`src/hdl/jvds_pkg.sv`:
```
// ----------------------------------------------------------------------------
// jvds_pkg
// Shared types, character codes and helpers for the JSON value scanner.
// ----------------------------------------------------------------------------
package jvds_pkg;

  // Result status codes
  typedef enum logic [1:0] {
    ST_IN    = 2'd0,
    ST_COMMA = 2'd1,
    ST_CLOSE = 2'd2,
    ST_BAD   = 2'd3
  } status_t;

  // Quote tracking codes
  localparam logic [1:0] QM_NORMAL = 2'd0;
  localparam logic [1:0] QM_SINGLE = 2'd1;
  localparam logic [1:0] QM_DOUBLE = 2'd2;

  // Character codes
  localparam logic [7:0] CH_NUL    = 8'h00;
  localparam logic [7:0] CH_TAB    = 8'h09;
  localparam logic [7:0] CH_LF     = 8'h0A;
  localparam logic [7:0] CH_CR     = 8'h0D;
  localparam logic [7:0] CH_SPACE  = 8'h20;
  localparam logic [7:0] CH_DQUOTE = 8'h22;
  localparam logic [7:0] CH_SQUOTE = 8'h27;
  localparam logic [7:0] CH_COMMA  = 8'h2C;
  localparam logic [7:0] CH_LBRACK = 8'h5B;
  localparam logic [7:0] CH_BSLASH = 8'h5C;
  localparam logic [7:0] CH_RBRACK = 8'h5D;
  localparam logic [7:0] CH_LBRACE = 8'h7B;
  localparam logic [7:0] CH_RBRACE = 8'h7D;
  localparam logic [7:0] CH_N      = 8'h6E;
  localparam logic [7:0] CH_R      = 8'h72;
  localparam logic [7:0] CH_T      = 8'h74;
  localparam logic [7:0] CH_U      = 8'h75;

  // Number of hex digits collected after \u
  localparam logic [2:0] HEX_DIGITS = 3'd4;

  // Scanner state outside the bracket stack.
  // The hex accumulator keeps only the low byte of the collected code.
  typedef struct packed {
    logic       value_started;
    logic       escape_pending;
    logic [1:0] quote_mode;
    logic [2:0] hex_left;
    logic [7:0] hex_accum;
    logic       hex_still_valid;
  } scan_state_t;

  // Stack control from the step logic
  typedef struct packed {
    logic push;
    logic push_obj;
    logic pop;
    logic clear;
  } stack_op_t;

  // Stack status back to the step logic
  typedef struct packed {
    logic empty;
    logic full;
    logic top_obj;
  } stack_info_t;

  // Hex digit decode: {is_hex, value}
  function automatic logic [4:0] hex_digit(input logic [7:0] c);
    logic [4:0] r;
    r = 5'd0;
    if (c inside {[8'h30:8'h39]}) begin
      r = {1'b1, c[3:0]};
    end else if (c inside {[8'h61:8'h66], [8'h41:8'h46]}) begin
      r = {1'b1, c[3:0] + 4'd9};
    end
    return r;
  endfunction

endpackage

```
`src/hdl/jvds_nest_stack.sv`:
```
// ----------------------------------------------------------------------------
// jvds_nest_stack
// Bracket stack as a shift line: the top entry always sits in slot 0.
// ----------------------------------------------------------------------------
module jvds_nest_stack #(
  parameter int NEST_DEPTH = 32
) (
  input  logic                  clk,
  input  logic                  rst,
  input  logic                  step,
  input  jvds_pkg::stack_op_t   op,
  output jvds_pkg::stack_info_t info
);

  localparam int CW = $clog2(NEST_DEPTH + 1);

  logic [NEST_DEPTH-1:0] slots;
  logic [CW-1:0]         count;

  // Fill level, cleared at the end of every value
  always_ff @(posedge clk) begin
    if (rst) begin
      count <= '0;
    end else if (step) begin
      if (op.clear) begin
        count <= '0;
      end else if (op.push) begin
        count <= count + CW'(1);
      end else if (op.pop) begin
        count <= count - CW'(1);
      end
    end
  end

  // Entries shift down on push, up on pop; contents need no reset
  for (genvar i = 0; i < NEST_DEPTH; i++) begin : g_slot
    logic below;
    logic above;
    if (i == 0) begin : g_first
      assign below = op.push_obj;
    end else begin : g_rest
      assign below = slots[i-1];
    end
    if (i == NEST_DEPTH - 1) begin : g_last
      assign above = slots[i];
    end else begin : g_mid
      assign above = slots[i+1];
    end
    always_ff @(posedge clk) begin
      if (step && !op.clear) begin
        if (op.push) begin
          slots[i] <= below;
        end else if (op.pop) begin
          slots[i] <= above;
        end
      end
    end
  end

  assign info.empty   = (count == '0);
  assign info.full    = (count == CW'(NEST_DEPTH));
  assign info.top_obj = slots[0];

endmodule

```
`src/hdl/jvds_step.sv`:
```
// ----------------------------------------------------------------------------
// jvds_step
// Per-byte decision logic: next scan state, stack action and result beat.
// ----------------------------------------------------------------------------
module jvds_step (
  input  jvds_pkg::scan_state_t cur,
  input  logic [7:0]            data_byte,
  input  logic                  end_of_input,
  input  logic                  array_format,
  input  jvds_pkg::stack_info_t stk,
  output jvds_pkg::scan_state_t nxt,
  output jvds_pkg::stack_op_t   op,
  output logic [7:0]            res_byte,
  output logic                  res_bit,
  output jvds_pkg::status_t     res_status
);

  logic [4:0] hd;
  logic [7:0] acc_next;
  logic       want_obj;

  assign hd       = jvds_pkg::hex_digit(data_byte);
  assign want_obj = (data_byte == jvds_pkg::CH_RBRACE);

  always_comb begin
    nxt        = cur;
    op         = '0;
    res_byte   = data_byte;
    res_bit    = 1'b0;
    res_status = jvds_pkg::ST_IN;
    acc_next   = cur.hex_accum;

    if (end_of_input) begin
      res_status = jvds_pkg::ST_BAD;
    end else if (cur.hex_left != 3'd0) begin
      // \u digit collection; a non-hex byte stops accumulation
      if (cur.hex_still_valid && hd[4]) begin
        acc_next = {cur.hex_accum[3:0], hd[3:0]};
      end else begin
        nxt.hex_still_valid = 1'b0;
      end
      nxt.hex_accum = acc_next;
      nxt.hex_left  = cur.hex_left - 3'd1;
      if (cur.hex_left == 3'd1) begin
        res_byte            = acc_next;
        res_bit             = 1'b1;
        nxt.hex_accum       = '0;
        nxt.hex_still_valid = 1'b0;
      end
    end else if (data_byte == jvds_pkg::CH_NUL) begin
      res_status = jvds_pkg::ST_BAD;
    end else if (!cur.value_started && data_byte inside {jvds_pkg::CH_SPACE,
                 jvds_pkg::CH_TAB, jvds_pkg::CH_LF, jvds_pkg::CH_CR}) begin
      // leading whitespace skipped
      res_bit = 1'b0;
    end else begin
      nxt.value_started = 1'b1;
      res_bit           = 1'b1;
      if (cur.escape_pending) begin
        nxt.escape_pending = 1'b0;
        case (data_byte)
          jvds_pkg::CH_N: res_byte = jvds_pkg::CH_LF;
          jvds_pkg::CH_R: res_byte = jvds_pkg::CH_CR;
          jvds_pkg::CH_T: res_byte = jvds_pkg::CH_TAB;
          jvds_pkg::CH_U: begin
            res_bit             = 1'b0;
            nxt.hex_left        = jvds_pkg::HEX_DIGITS;
            nxt.hex_accum       = '0;
            nxt.hex_still_valid = 1'b1;
          end
          default: res_byte = data_byte;
        endcase
      end else if (data_byte == jvds_pkg::CH_BSLASH) begin
        nxt.escape_pending = 1'b1;
      end else if (cur.quote_mode == jvds_pkg::QM_SINGLE) begin
        if (data_byte == jvds_pkg::CH_SQUOTE) nxt.quote_mode = jvds_pkg::QM_NORMAL;
      end else if (cur.quote_mode == jvds_pkg::QM_DOUBLE) begin
        if (data_byte == jvds_pkg::CH_DQUOTE) nxt.quote_mode = jvds_pkg::QM_NORMAL;
      end else if (data_byte == jvds_pkg::CH_LBRACK ||
                   data_byte == jvds_pkg::CH_LBRACE) begin
        // open bracket: push, or overflow
        if (stk.full) begin
          res_bit    = 1'b0;
          res_status = jvds_pkg::ST_BAD;
        end else begin
          op.push     = 1'b1;
          op.push_obj = (data_byte == jvds_pkg::CH_LBRACE);
        end
      end else if (data_byte == jvds_pkg::CH_SQUOTE) begin
        nxt.quote_mode = jvds_pkg::QM_SINGLE;
      end else if (data_byte == jvds_pkg::CH_DQUOTE) begin
        nxt.quote_mode = jvds_pkg::QM_DOUBLE;
      end else if (!stk.empty) begin
        // nested close must match the open bracket
        if (data_byte == jvds_pkg::CH_RBRACK || data_byte == jvds_pkg::CH_RBRACE) begin
          if (stk.top_obj != want_obj) begin
            res_bit    = 1'b0;
            res_status = jvds_pkg::ST_BAD;
          end else begin
            op.pop = 1'b1;
          end
        end
      end else begin
        // top level delimiters end the value
        case (data_byte)
          jvds_pkg::CH_COMMA: begin
            res_bit    = 1'b0;
            res_status = jvds_pkg::ST_COMMA;
          end
          jvds_pkg::CH_RBRACK: begin
            res_bit    = 1'b0;
            res_status = jvds_pkg::ST_CLOSE;
          end
          jvds_pkg::CH_RBRACE: begin
            res_bit    = 1'b0;
            res_status = array_format ? jvds_pkg::ST_BAD : jvds_pkg::ST_CLOSE;
          end
          default: res_bit = 1'b1;
        endcase
      end
    end

    // any end of value resets scanning
    if (res_status != jvds_pkg::ST_IN) begin
      nxt      = '0;
      op       = '0;
      op.clear = 1'b1;
    end
    if (!res_bit) res_byte = '0;
  end

endmodule

```
`src/hdl/json_value_delimiter_scanner_core.sv`:
```
// ----------------------------------------------------------------------------
// json_value_delimiter_scanner_core
// A beat passes the input register, then the combinational step logic and the
//   result register; throughput one byte per cycle while the result side is ready.
// Reset (rst, synchronous): clears scan state, stack fill level, both
//   pipeline valid flags and array_format; no clearing pass.
// Scans a JSON-like byte stream and marks where one value ends.
// ----------------------------------------------------------------------------
module json_value_delimiter_scanner_core #(
  parameter int NEST_DEPTH = 32
) (
  input  logic       clk,
  input  logic       rst,
  // configuration write
  input  logic       cfg_valid,
  output logic       cfg_ready,
  input  logic       cfg_data,
  // input beats
  input  logic       in_valid,
  output logic       in_ready,
  input  logic [7:0] data_byte,
  input  logic       end_of_input,
  // result beats
  output logic       res_valid,
  input  logic       res_ready,
  output logic [7:0] out_byte,
  output logic       out_valid,
  output logic [1:0] status
);

  logic                  array_format;
  logic                  in_full;
  logic [7:0]            byte_q;
  logic                  eoi_q;
  logic                  advance;
  jvds_pkg::scan_state_t scan;
  jvds_pkg::scan_state_t scan_next;
  jvds_pkg::stack_op_t   op;
  jvds_pkg::stack_info_t stk;
  logic [7:0]            res_byte;
  logic                  res_bit;
  jvds_pkg::status_t     res_status;

  // Configuration register
  assign cfg_ready = 1'b1;
  always_ff @(posedge clk) begin
    if (rst) begin
      array_format <= 1'b0;
    end else if (cfg_valid) begin
      array_format <= cfg_data;
    end
  end

  // Handshake: a byte moves on whenever the result register is free
  assign advance  = in_full && (!res_valid || res_ready);
  assign in_ready = !in_full || advance;

  // Input register
  always_ff @(posedge clk) begin
    if (rst) begin
      in_full <= 1'b0;
    end else if (in_ready) begin
      in_full <= in_valid;
    end
  end

  always_ff @(posedge clk) begin
    if (in_valid && in_ready) begin
      byte_q <= data_byte;
      eoi_q  <= end_of_input;
    end
  end

  // Step logic
  jvds_step u_step (
    .cur          (scan),
    .data_byte    (byte_q),
    .end_of_input (eoi_q),
    .array_format (array_format),
    .stk          (stk),
    .nxt          (scan_next),
    .op           (op),
    .res_byte     (res_byte),
    .res_bit      (res_bit),
    .res_status   (res_status)
  );

  // Bracket stack
  jvds_nest_stack #(
    .NEST_DEPTH (NEST_DEPTH)
  ) u_stack (
    .clk  (clk),
    .rst  (rst),
    .step (advance),
    .op   (op),
    .info (stk)
  );

  // Scan state
  always_ff @(posedge clk) begin
    if (rst) begin
      scan <= '0;
    end else if (advance) begin
      scan <= scan_next;
    end
  end

  // Result register
  always_ff @(posedge clk) begin
    if (rst) begin
      res_valid <= 1'b0;
    end else if (advance) begin
      res_valid <= 1'b1;
    end else if (res_ready) begin
      res_valid <= 1'b0;
    end
  end

  always_ff @(posedge clk) begin
    if (advance) begin
      out_byte  <= res_byte;
      out_valid <= res_bit;
      status    <= res_status;
    end
  end

`ifndef SYNTHESIS
  // a ready sink never stalls the source
  a_no_stall: assert property (@(posedge clk) disable iff (rst)
    res_ready |-> in_ready)
    else $error("input stalled while result side ready");

  // a beat without data carries a zero byte
  a_zero_byte: assert property (@(posedge clk) disable iff (rst)
    (res_valid && !out_valid) |-> (out_byte == 8'd0))
    else $error("nonzero byte on empty result beat");

  // ending beats never carry a byte
  a_end_no_data: assert property (@(posedge clk) disable iff (rst)
    (res_valid && status != jvds_pkg::ST_IN) |-> !out_valid)
    else $error("ending beat carries a byte");

  // end of value clears scanning state
  a_end_clears: assert property (@(posedge clk) disable iff (rst)
    (advance && res_status != jvds_pkg::ST_IN) |=>
      (!scan.value_started && scan.hex_left == 3'd0 && stk.empty))
    else $error("scan state not cleared after end of value");

  // no escape is pending while hex digits are collected
  a_hex_no_escape: assert property (@(posedge clk) disable iff (rst)
    (scan.hex_left != 3'd0) |-> !scan.escape_pending)
    else $error("escape pending during hex collection");
`endif

endmodule

```
`config.mk`:
```
export PLATFORM = sky130hd
export DESIGN_NAME = json_value_delimiter_scanner_core
export DESIGN_NICKNAME = d
export VERILOG_FILES = /design/src/hdl/jvds_pkg.sv /design/src/hdl/jvds_nest_stack.sv /design/src/hdl/jvds_step.sv /design/src/hdl/json_value_delimiter_scanner_core.sv
export SDC_FILE = /design/constraint.sdc
export NUM_CORES = 1
export LEC_CHECK = 0
export ABC_AREA = 1
export BUFFER_PORTS_ARGS = -buffer_cell sky130_fd_sc_hd__buf_2
export CAP_MARGIN = 20
export CORE_UTILIZATION = 30
export CTS_CLUSTER_DIAMETER = 150
export CTS_CLUSTER_SIZE = 16
export DETAILED_ROUTE_END_ITERATION = 8
export GPL_TIMING_DRIVEN = 0
export PLACE_DENSITY = 0.49
export SETUP_SLACK_MARGIN = 0.05
export SLEW_MARGIN = 20
export SYNTH_ARGS = -nofsm -noshare
export SYNTH_HDL_FRONTEND = slang
export SYNTH_SLANG_ARGS = --single-unit
```
`constraint.sdc`:
```
create_clock -name clk -period 7.94 [get_ports clk]
set_clock_uncertainty 0.2 [all_clocks]
set_input_delay 0.794 -clock clk [delete_from_list [all_inputs] [get_ports clk]]
set_output_delay 0.794 -clock clk [all_outputs]
set_load 0.1 [all_outputs]
```
## Yosys cells after proc, flatten, opt, wreduce, memory -nomap -nowiden

Index checks and enable logic that the tools add are counted.

- Flip-flop bits (word level): 77
- Input port bits: 15
- Output and inout port bits: 14
- Word-level logic and storage cells: 275

- Add/sub/neg operators: 4
- $lt $le $gt $ge: 6
- Equal/unequal tests: 33
- Mux-type cells: 149
- Reductions and logical operators: 36

Operator list:

| kind | number |
|---|---|
| $mux W1 | 91 |
| $eq A8 B7 Y1 const B | 9 |
| $mux W16 | 4 |
| $mux W8 | 7 |
| $mux W2 | 26 |
| $mux W12 | 3 |
| $eq A8 B6 Y1 const B | 4 |
| $eq A8 B4 Y1 const B | 3 |
| $mux W3 | 8 |
| $pmux W8 S3 | 1 |
| $mux W6 | 3 |
| $ge A8 B7 Y1 const B | 2 |
| $le A8 B7 Y1 const B | 2 |
| $reduce_bool A3 Y1 | 5 |
| $reduce_and A11 Y1 | 1 |
| $mux W5 | 2 |
| $mux W9 | 1 |
| $ge A8 B6 Y1 const B | 1 |
| $le A8 B6 Y1 const B | 1 |
| $logic_and A1 B1 Y1 | 8 |
| $logic_not A8 Y1 | 1 |
| $mux W4 | 2 |
| $ne A2 B2 Y1 const B | 4 |
| $reduce_bool A2 Y1 | 4 |
| other kinds (25) | 35 |

## Depth between registers and ports, before layout

- Depth after elaboration: 21
- Depth in mapped cells: 19
- Gate-level depth less buffers: 18

## By module

A second synthesis with hierarchy kept.

- Cell total of the unflattened synthesis: 655
- Area total of the unflattened synthesis: 5,022.3 um^2

By module, submodules not included:

| module | instances | cells each | area an instance (um^2) | sequential area each (um^2) |
|---|---|---|---|---|
| jvds_nest_stack | 1 | 186 | 1,804.2 | 1,081.0 |
| jvds_step | 1 | 326 | 1,687.9 | 0.0 |
| json_value_delimiter_scanner_core | 1 | 143 | 1,530.2 | 980.9 |

## Worst setup path after synthesis

No wires, ideal clock.

- Kind: flip-flop to flip-flop
- From: register scan[9] (netlist bit)
- To: register u_stack.count[5]
- Library setup time: 0.070 ns
- Arrival time: 3.013 ns
- Required time: 7.670 ns
- Path slack: 4.656 ns
- Stages on the path, launching flop included: 19
- Path buffers: 1
- Clock period less this slack: 3.284 ns
- Cells stage by stage: dfxtp_1 nor2_1 ha_1 inv_2 nor2_2 inv_1 nor2_1 nand3_2 clkbuf_1 ha_1 a21oi_1 nand2_1 nand2_1 nand2_1 a21oi_1 xor2_1 xor2_1 nand2_1 a21oi_1

- Word-level cells in the longest chain between the ends: 7
- Elaborated cells between the ends (all ways): 11
- Classes of those cells: mux: 7; reduce/logical: 4

RTL lines:

| element | RTL line | source |
|---|---|---|
| start, declared | json_value_delimiter_scanner_core.sv:36 | `jvds_pkg::scan_state_t scan;` |
| start signal, assigned | json_value_delimiter_scanner_core.sv:104 | `scan <= scan_next;` |
| $reduce_bool A3 Y1 (*) | jvds_step.sv:35 | `end else if (cur.hex_left != 3'd0) begin` |
| $mux W2 | jvds_step.sv:35 |  |
| $mux W2 | jvds_step.sv:33 | `if (end_of_input) begin` |
| $reduce_bool A2 Y1 | jvds_step.sv:124 | `if (res_status != jvds_pkg::ST_IN) begin` |
| $mux W4 (*) | jvds_step.sv:124 |  |
| $reduce_bool A3 Y1 (no line) / $mux W6 (equally long branches) | -- |  |
| $reduce_and A2 Y1 (no line) / $mux W6 (equally long branches) | -- |  |
| end signal, assigned | jvds_nest_stack.sv:28 | `count <= count + CW'(1);` |
| end signal, assigned | jvds_nest_stack.sv:30 | `count <= count - CW'(1);` |
| end, declared | jvds_nest_stack.sv:18 | `logic [CW-1:0] count;` |

Mark *: on every way between the ends. The rest lies on a longest branch, timed or not.
A chain may end at the register's enable or synchronous reset.

## Worst setup path after layout

- From: register byte_q[0]
- To: register u_stack.count[5]

- Word-level cells in the longest chain between the ends: 20
- Elaborated cells between the ends (all ways): 54
- Classes of those cells: eq/ne: 13; mux: 33; reduce/logical: 8

RTL lines:

| element | RTL line | source |
|---|---|---|
| start, declared | json_value_delimiter_scanner_core.sv:33 | `logic [7:0] byte_q;` |
| start signal, assigned | json_value_delimiter_scanner_core.sv:69 | `byte_q <= data_byte;` |
| $eq A8 B7 Y1 | jvds_step.sv:23, jvds_step.sv:95, jvds_step.sv:105 |  |
| $ne A1 B1 Y1 | jvds_step.sv:96 | `if (stk.top_obj != want_obj) begin` |
| $mux W2 | jvds_step.sv:96 |  |
| $mux W2 | jvds_step.sv:95 | `if (data_byte == jvds_pkg::CH_RBRACK \|\| data_byte == jvds_pkg::CH_RBRACE) begin` |
| $mux W2 | jvds_step.sv:93 | `end else if (!stk.empty) begin` |
| $mux W2 | jvds_step.sv:91 | `end else if (data_byte == jvds_pkg::CH_DQUOTE) begin` |
| $mux W2 | jvds_step.sv:89 | `end else if (data_byte == jvds_pkg::CH_SQUOTE) begin` |
| $mux W2 | jvds_step.sv:79 | `end else if (data_byte == jvds_pkg::CH_LBRACK \|\|` |
| (+4 left out) | -- |  |
| $mux W2 | jvds_step.sv:52 | `end else if (!cur.value_started && data_byte inside {jvds_pkg::CH_SPACE,` |
| $mux W2 | jvds_step.sv:50 | `end else if (data_byte == jvds_pkg::CH_NUL) begin` |
| $mux W2 | jvds_step.sv:35 |  |
| $mux W2 | jvds_step.sv:33 |  |
| $reduce_bool A2 Y1 | jvds_step.sv:124 |  |
| $mux W4 (*) | jvds_step.sv:124 |  |
| $reduce_bool A3 Y1 (no line) / $mux W6 (equally long branches) | -- |  |
| $reduce_and A2 Y1 (no line) / $mux W6 (equally long branches) | -- |  |

Marked as above.

==> impl_results.html <==
<table>
<tr><th>Metric</th><th>Value</th></tr>
<tr><th colspan="2">Outcome</th></tr>
<tr><td>Outcome</td><td>finished clean</td></tr>
<tr><th colspan="2">Placement</th></tr>
<tr><td>HPWL Detailed</td><td>7718 µm</td></tr>
<tr><td>Routability cong.</td><td>0.8571</td></tr>
<tr><td>Total instance count after detailed placement</td><td>783</td></tr>
<tr><td>Count of input and output buffers</td><td>27</td></tr>
<tr><td>Cell area after placement</td><td>4838 µm²</td></tr>
<tr><td>Setup WS pre-CTS</td><td>4.050 ns</td></tr>
<tr><th colspan="2">Power</th></tr>
<tr><td>Total power</td><td>993.5 µW</td></tr>
<tr><td>IR Drop Worst-Case VDD</td><td>0.0001246 V</td></tr>
<tr><td>PwrDens</td><td>193.4 nW/µm²</td></tr>
<tr><td>Share of total power consumed by net switching</td><td>0.2776</td></tr>
<tr><td>Fraction of power consumed by the clock network</td><td>0.418</td></tr>
<tr><td>Leakage power figure</td><td>2.255 nW</td></tr>
<tr><td>Relative contribution of sequential cells to total power</td><td>0.451</td></tr>
<tr><td>Power spent charging and discharging nets</td><td>275.7 µW</td></tr>
<tr><td>Combinational fraction of design power</td><td>0.131</td></tr>
<tr><td>Power Internal</td><td>around 720 µW</td></tr>
<tr><th colspan="2">Timing</th></tr>
<tr><td>Final Slew Violations</td><td>0</td></tr>
<tr><td>Shortest period the worst path allows</td><td>3.866 ns</td></tr>
<tr><td>Hold Fails Final Rpt</td><td>0</td></tr>
<tr><td>Headroom to the max-slew limit</td><td>0.3336</td></tr>
<tr><td>Fraction of the cycle the final worst path needs</td><td>0.4869</td></tr>
<tr><td>Peak clock frequency supported by timing</td><td>between 200 and 300 MHz</td></tr>
<tr><td>Pin slew with the least headroom to its limit</td><td>0.9973 ns</td></tr>
<tr><td>Setup Viol. Count Final</td><td>0</td></tr>
<tr><td>RSZ-0062 raised after global routing</td><td>false</td></tr>
<tr><td>Fin worst setup slack</td><td>4.074 ns</td></tr>
<tr><td>Setup TNS Final</td><td>0 ns</td></tr>
<tr><td>Hold_ws</td><td>around 0.27 ns</td></tr>
<tr><th colspan="2">Global route</th></tr>
<tr><td>Number of antenna violations at the first check in global routing</td><td>0</td></tr>
<tr><td>GRT Resource Usage Total</td><td>0.1490</td></tr>
<tr><td>Maximum number of pins on one net before global-route repair</td><td>38</td></tr>
<tr><td>Remaining global-route overflow</td><td>0</td></tr>
<tr><td>Global-route wire length before repair</td><td>~18000 µm</td></tr>
<tr><td>Number of global-route vias before repair</td><td>between 3000 and 4000</td></tr>
<tr><th colspan="2">Cells and area</th></tr>
<tr><td>Final cell count without fillers</td><td>about 800</td></tr>
<tr><td>Util after Layout</td><td>0.3535</td></tr>
<tr><td>Signed area change from the synthesized netlist to the final layout</td><td>14.85%</td></tr>
<tr><td>Commonest cells after routing, fill and taps aside</td><td>nand2_1 (192), inv_1 (59), nor2_1 (55), edfxtp_1 (52), nand3_1 (42)</td></tr>
<tr><td>Number of nets at the end of the flow</td><td>639</td></tr>
<tr><td>Area of all placed cells without fillers</td><td>5137 µm²</td></tr>
<tr><td>Antenna Diode Count</td><td>0</td></tr>
<tr><td>Layout cells sized above 1</td><td>0.1512</td></tr>
<tr><td>Fill cell count</td><td>around 1600</td></tr>
<tr><td>Most common cell after layout, fill and taps aside</td><td>nand2_1</td></tr>
<tr><th colspan="2">Worst hold path</th></tr>
<tr><td>Worst Hold Depth</td><td>0</td></tr>
<tr><td>Min-Delay Path Class</td><td>reg -&gt; reg</td></tr>
<tr><th colspan="2">CTS</th></tr>
<tr><td>Largest buffer count on any clock path</td><td>2</td></tr>
<tr><td>Number of gates given a new drive strength after cts</td><td>0</td></tr>
<tr><td>Root cell of the clock tree</td><td>clkbuf_16</td></tr>
<tr><td>TritonCTS buffer count</td><td>9</td></tr>
<tr><td>Number of setup buffers added after CTS</td><td>0</td></tr>
<tr><td>Skew-Pair Late Insertion Delay</td><td>around 0.35 ns</td></tr>
<tr><td>Post-CTS clock slew at the launch and capture registers of the worst setup and hold paths</td><td>0.06 ns</td></tr>
<tr><td>CTS Hold Bufs</td><td>0</td></tr>
<tr><td>Clock tree from TritonCTS</td><td>yes</td></tr>
<tr><td>CTS sink count</td><td>77</td></tr>
<tr><td>Number of H-tree levels</td><td>3</td></tr>
<tr><th colspan="2">Worst setup path</th></tr>
<tr><td>Worst setup SP type</td><td>register</td></tr>
<tr><td>CP dominant cell by count</td><td>nand2_1</td></tr>
<tr><td>Reg2Reg Depth</td><td>19</td></tr>
<tr><td>Kind of critical path</td><td>reg -&gt; reg</td></tr>
<tr><td>Nature of the critical path endpoint</td><td>register</td></tr>
<tr><td>Slowest stage delay, CP</td><td>0.47 ns</td></tr>
<tr><td>Worst endpoint required time</td><td>around 8.0 ns</td></tr>
<tr><td>Ordered list of cells on the worst path</td><td>inv_1, ha_1, inv_1, nor2_2, nand3_2, nand3_1, nor2_1, nand3_2, clkbuf_1, ha_1, a21oi_1, nand2_1, nand2_1, nand2_1, a21oi_1, xor2_1, xor2_1, nand2_1, a21oi_1</td></tr>
<tr><td>Arr. time, crit path</td><td>3.94 ns</td></tr>
<tr><td>Cell at the slowest stage of the critical path</td><td>clkbuf_1</td></tr>
<tr><td>Critical Path Fanout Max</td><td>13</td></tr>
<tr><th colspan="2">Die</th></tr>
<tr><td>Vertical die dimension</td><td>124.1 µm</td></tr>
<tr><td>Number of rows created at floorplan</td><td>44</td></tr>
<tr><td>Starting utilization of the core area</td><td>0.3078</td></tr>
<tr><td>Area of the die</td><td>15400 µm²</td></tr>
<tr><td>I/O pin cnt</td><td>29</td></tr>
<tr><td>Die width</td><td>124.1 µm</td></tr>
<tr><td>Floorplan core area</td><td>14530 µm²</td></tr>
<tr><th colspan="2">Synth</th></tr>
<tr><td>Register bit total from synthesis</td><td>between 70 and 80</td></tr>
<tr><td>Number of unique standard cell types used by synthesis</td><td>40</td></tr>
<tr><td>Syn. warnings</td><td>0</td></tr>
<tr><td>Number of nets in the synthesized netlist</td><td>about 600</td></tr>
<tr><td>Syn Area/Cell</td><td>7.820 µm²</td></tr>
<tr><td>Sequential element share of the synthesized area</td><td>0.4610</td></tr>
<tr><td>Synthesized instance count</td><td>572</td></tr>
<tr><td>Cell area after technology mapping</td><td>between 4000 and 5000 µm²</td></tr>
<tr><th colspan="2">Detailed routing</th></tr>
<tr><td>Residual antenna-violating net count after detailed routing</td><td>0</td></tr>
<tr><td>Number of DRC markers in iteration 0</td><td>157</td></tr>
<tr><td>Vias/cell</td><td>4.646</td></tr>
<tr><td>Post-detailed-route DRC marker count</td><td>0</td></tr>
<tr><td>Number of detailed-route iterations in the first pass</td><td>4</td></tr>
<tr><td>DR WL/cell</td><td>12.81 µm</td></tr>
<tr><td>Aggregate routed wire length</td><td>10240 µm</td></tr>
<tr><td>Count of vias placed by the detailed router</td><td>3712</td></tr>
<tr><th colspan="2">Job</th></tr>
<tr><td>Maximum Capacitance Violations</td><td>0</td></tr>
</table>
==> cell type report <==
class / count / area (µm²) / area share
flip-flops and latches: 77 / 2062 / 0.4014
multi-input cells: 409 / 2058 / 0.4006
inverters: 70 / 262.8 / 0.05114
well taps: 184 / 230.2 / 0.04481
clock buffers: 9 / 225.2 / 0.04384
repair buffers: 27 / 135.1 / 0.02630
plain buffers: 16 / 91.34 / 0.01778
clock inverters: 7 / 72.57 / 0.01413
==> power by group through the flow <==
stage | Combinational, mW | Sequential (mW) | Clock [mW]
finish | 0.130 | 0.448 | 0.416
global route | 0.145 | 0.449 | 0.443
CTS | 0.132 | 0.448 | 0.428
detailed placement | 0.131 | 0.456 | 0
global placement | 0.130 | 0.456 | 0
floorplan | 0.0770 | 0.480 | 0
==> path summary, 6_finish.rpt <==
kind	startpoint	to	slack [ns]
max	byte_q[0]$_DFFE_PP_	u_stack.count[5]$_SDFFE_PP0P_	4.07
min	u_stack.g_slot[29].above$_DFFE_PP_	u_stack.g_slot[30].above$_DFFE_PP_	0.27
max reg2reg	byte_q[0]$_DFFE_PP_	u_stack.count[5]$_SDFFE_PP0P_	4.07
min reg2reg	u_stack.g_slot[29].above$_DFFE_PP_	u_stack.g_slot[30].above$_DFFE_PP_	0.27
==> worst max-delay path: cells and delay by family (launching register included) <==
family	cells	cell delay [ns]
buffers and inverters	3	0.82
AO/OA/AOI/OAI	3	0.48
XOR/XNOR	2	0.33
flip-flops	1	0.46
AND/OR/NAND/NOR	9	0.92
adder cells (fa/ha/maj)	2	0.59
==> metal layers <==
layer,vias to the layer above,global-route usage,part of all wire
li1,1933,-,-
met1,1711,0.1773,0.45
met2,54,0.2569,0.50
met3,14,0.03755,0.033
met4,0,0.05580,0.015
met5,-,0,0
==> registers in the layout (all words and copies together), names as in the netlist <==
signal and cells:
u_stack.g_slot.above 29, scan 16, byte_q 8, out_byte 8, u_stack.count 6, u_stack.g_slot.below 3, status 2, array_format 1
eoi_q 1, in_full 1, out_valid 1, res_valid 1
==> logic make-up after synthesis <==
logic type / Yosys count / share of synthesized area
XOR/XNOR: 8 / 0.01566
flip-flops: 77 / 0.4610
other: 1 / 0.0008384
buffers and inverters: 86 / 0.07888
AND/OR/NAND/NOR: 327 / 0.3287
AO/OA/AOI/OAI: 59 / 0.07413
adder cells (fa/ha/maj): 14 / 0.04084
==> cell usage after synthesis (all sizes together) <==
library cell  count  area [µm²]
clkinv            1       3.750
buf              10       67.56
dfxtp            25       500.5
nor2             65       294.0
xor2              6       52.55
o21ai            22       113.9
xnor2             2       17.52
o41ai             1       8.760
o21bai            1       7.510
a32o              1       10.01
nor3              3       20.02
inv              69       259.0
nand4             4       40.04
a31oi             1       6.260
nor4              2       12.51
nand3            52       310.3
conb              1       3.750
o211ai            4       30.03
a22oi             2       20.02
nand2           200       785.8
ha               13       162.7
a21oi            27       135.1
fa                1       20.02
edfxtp           52        1562
clkbuf            6       22.52
nor3b             1       7.510
(Power assumes the default switching activity.)
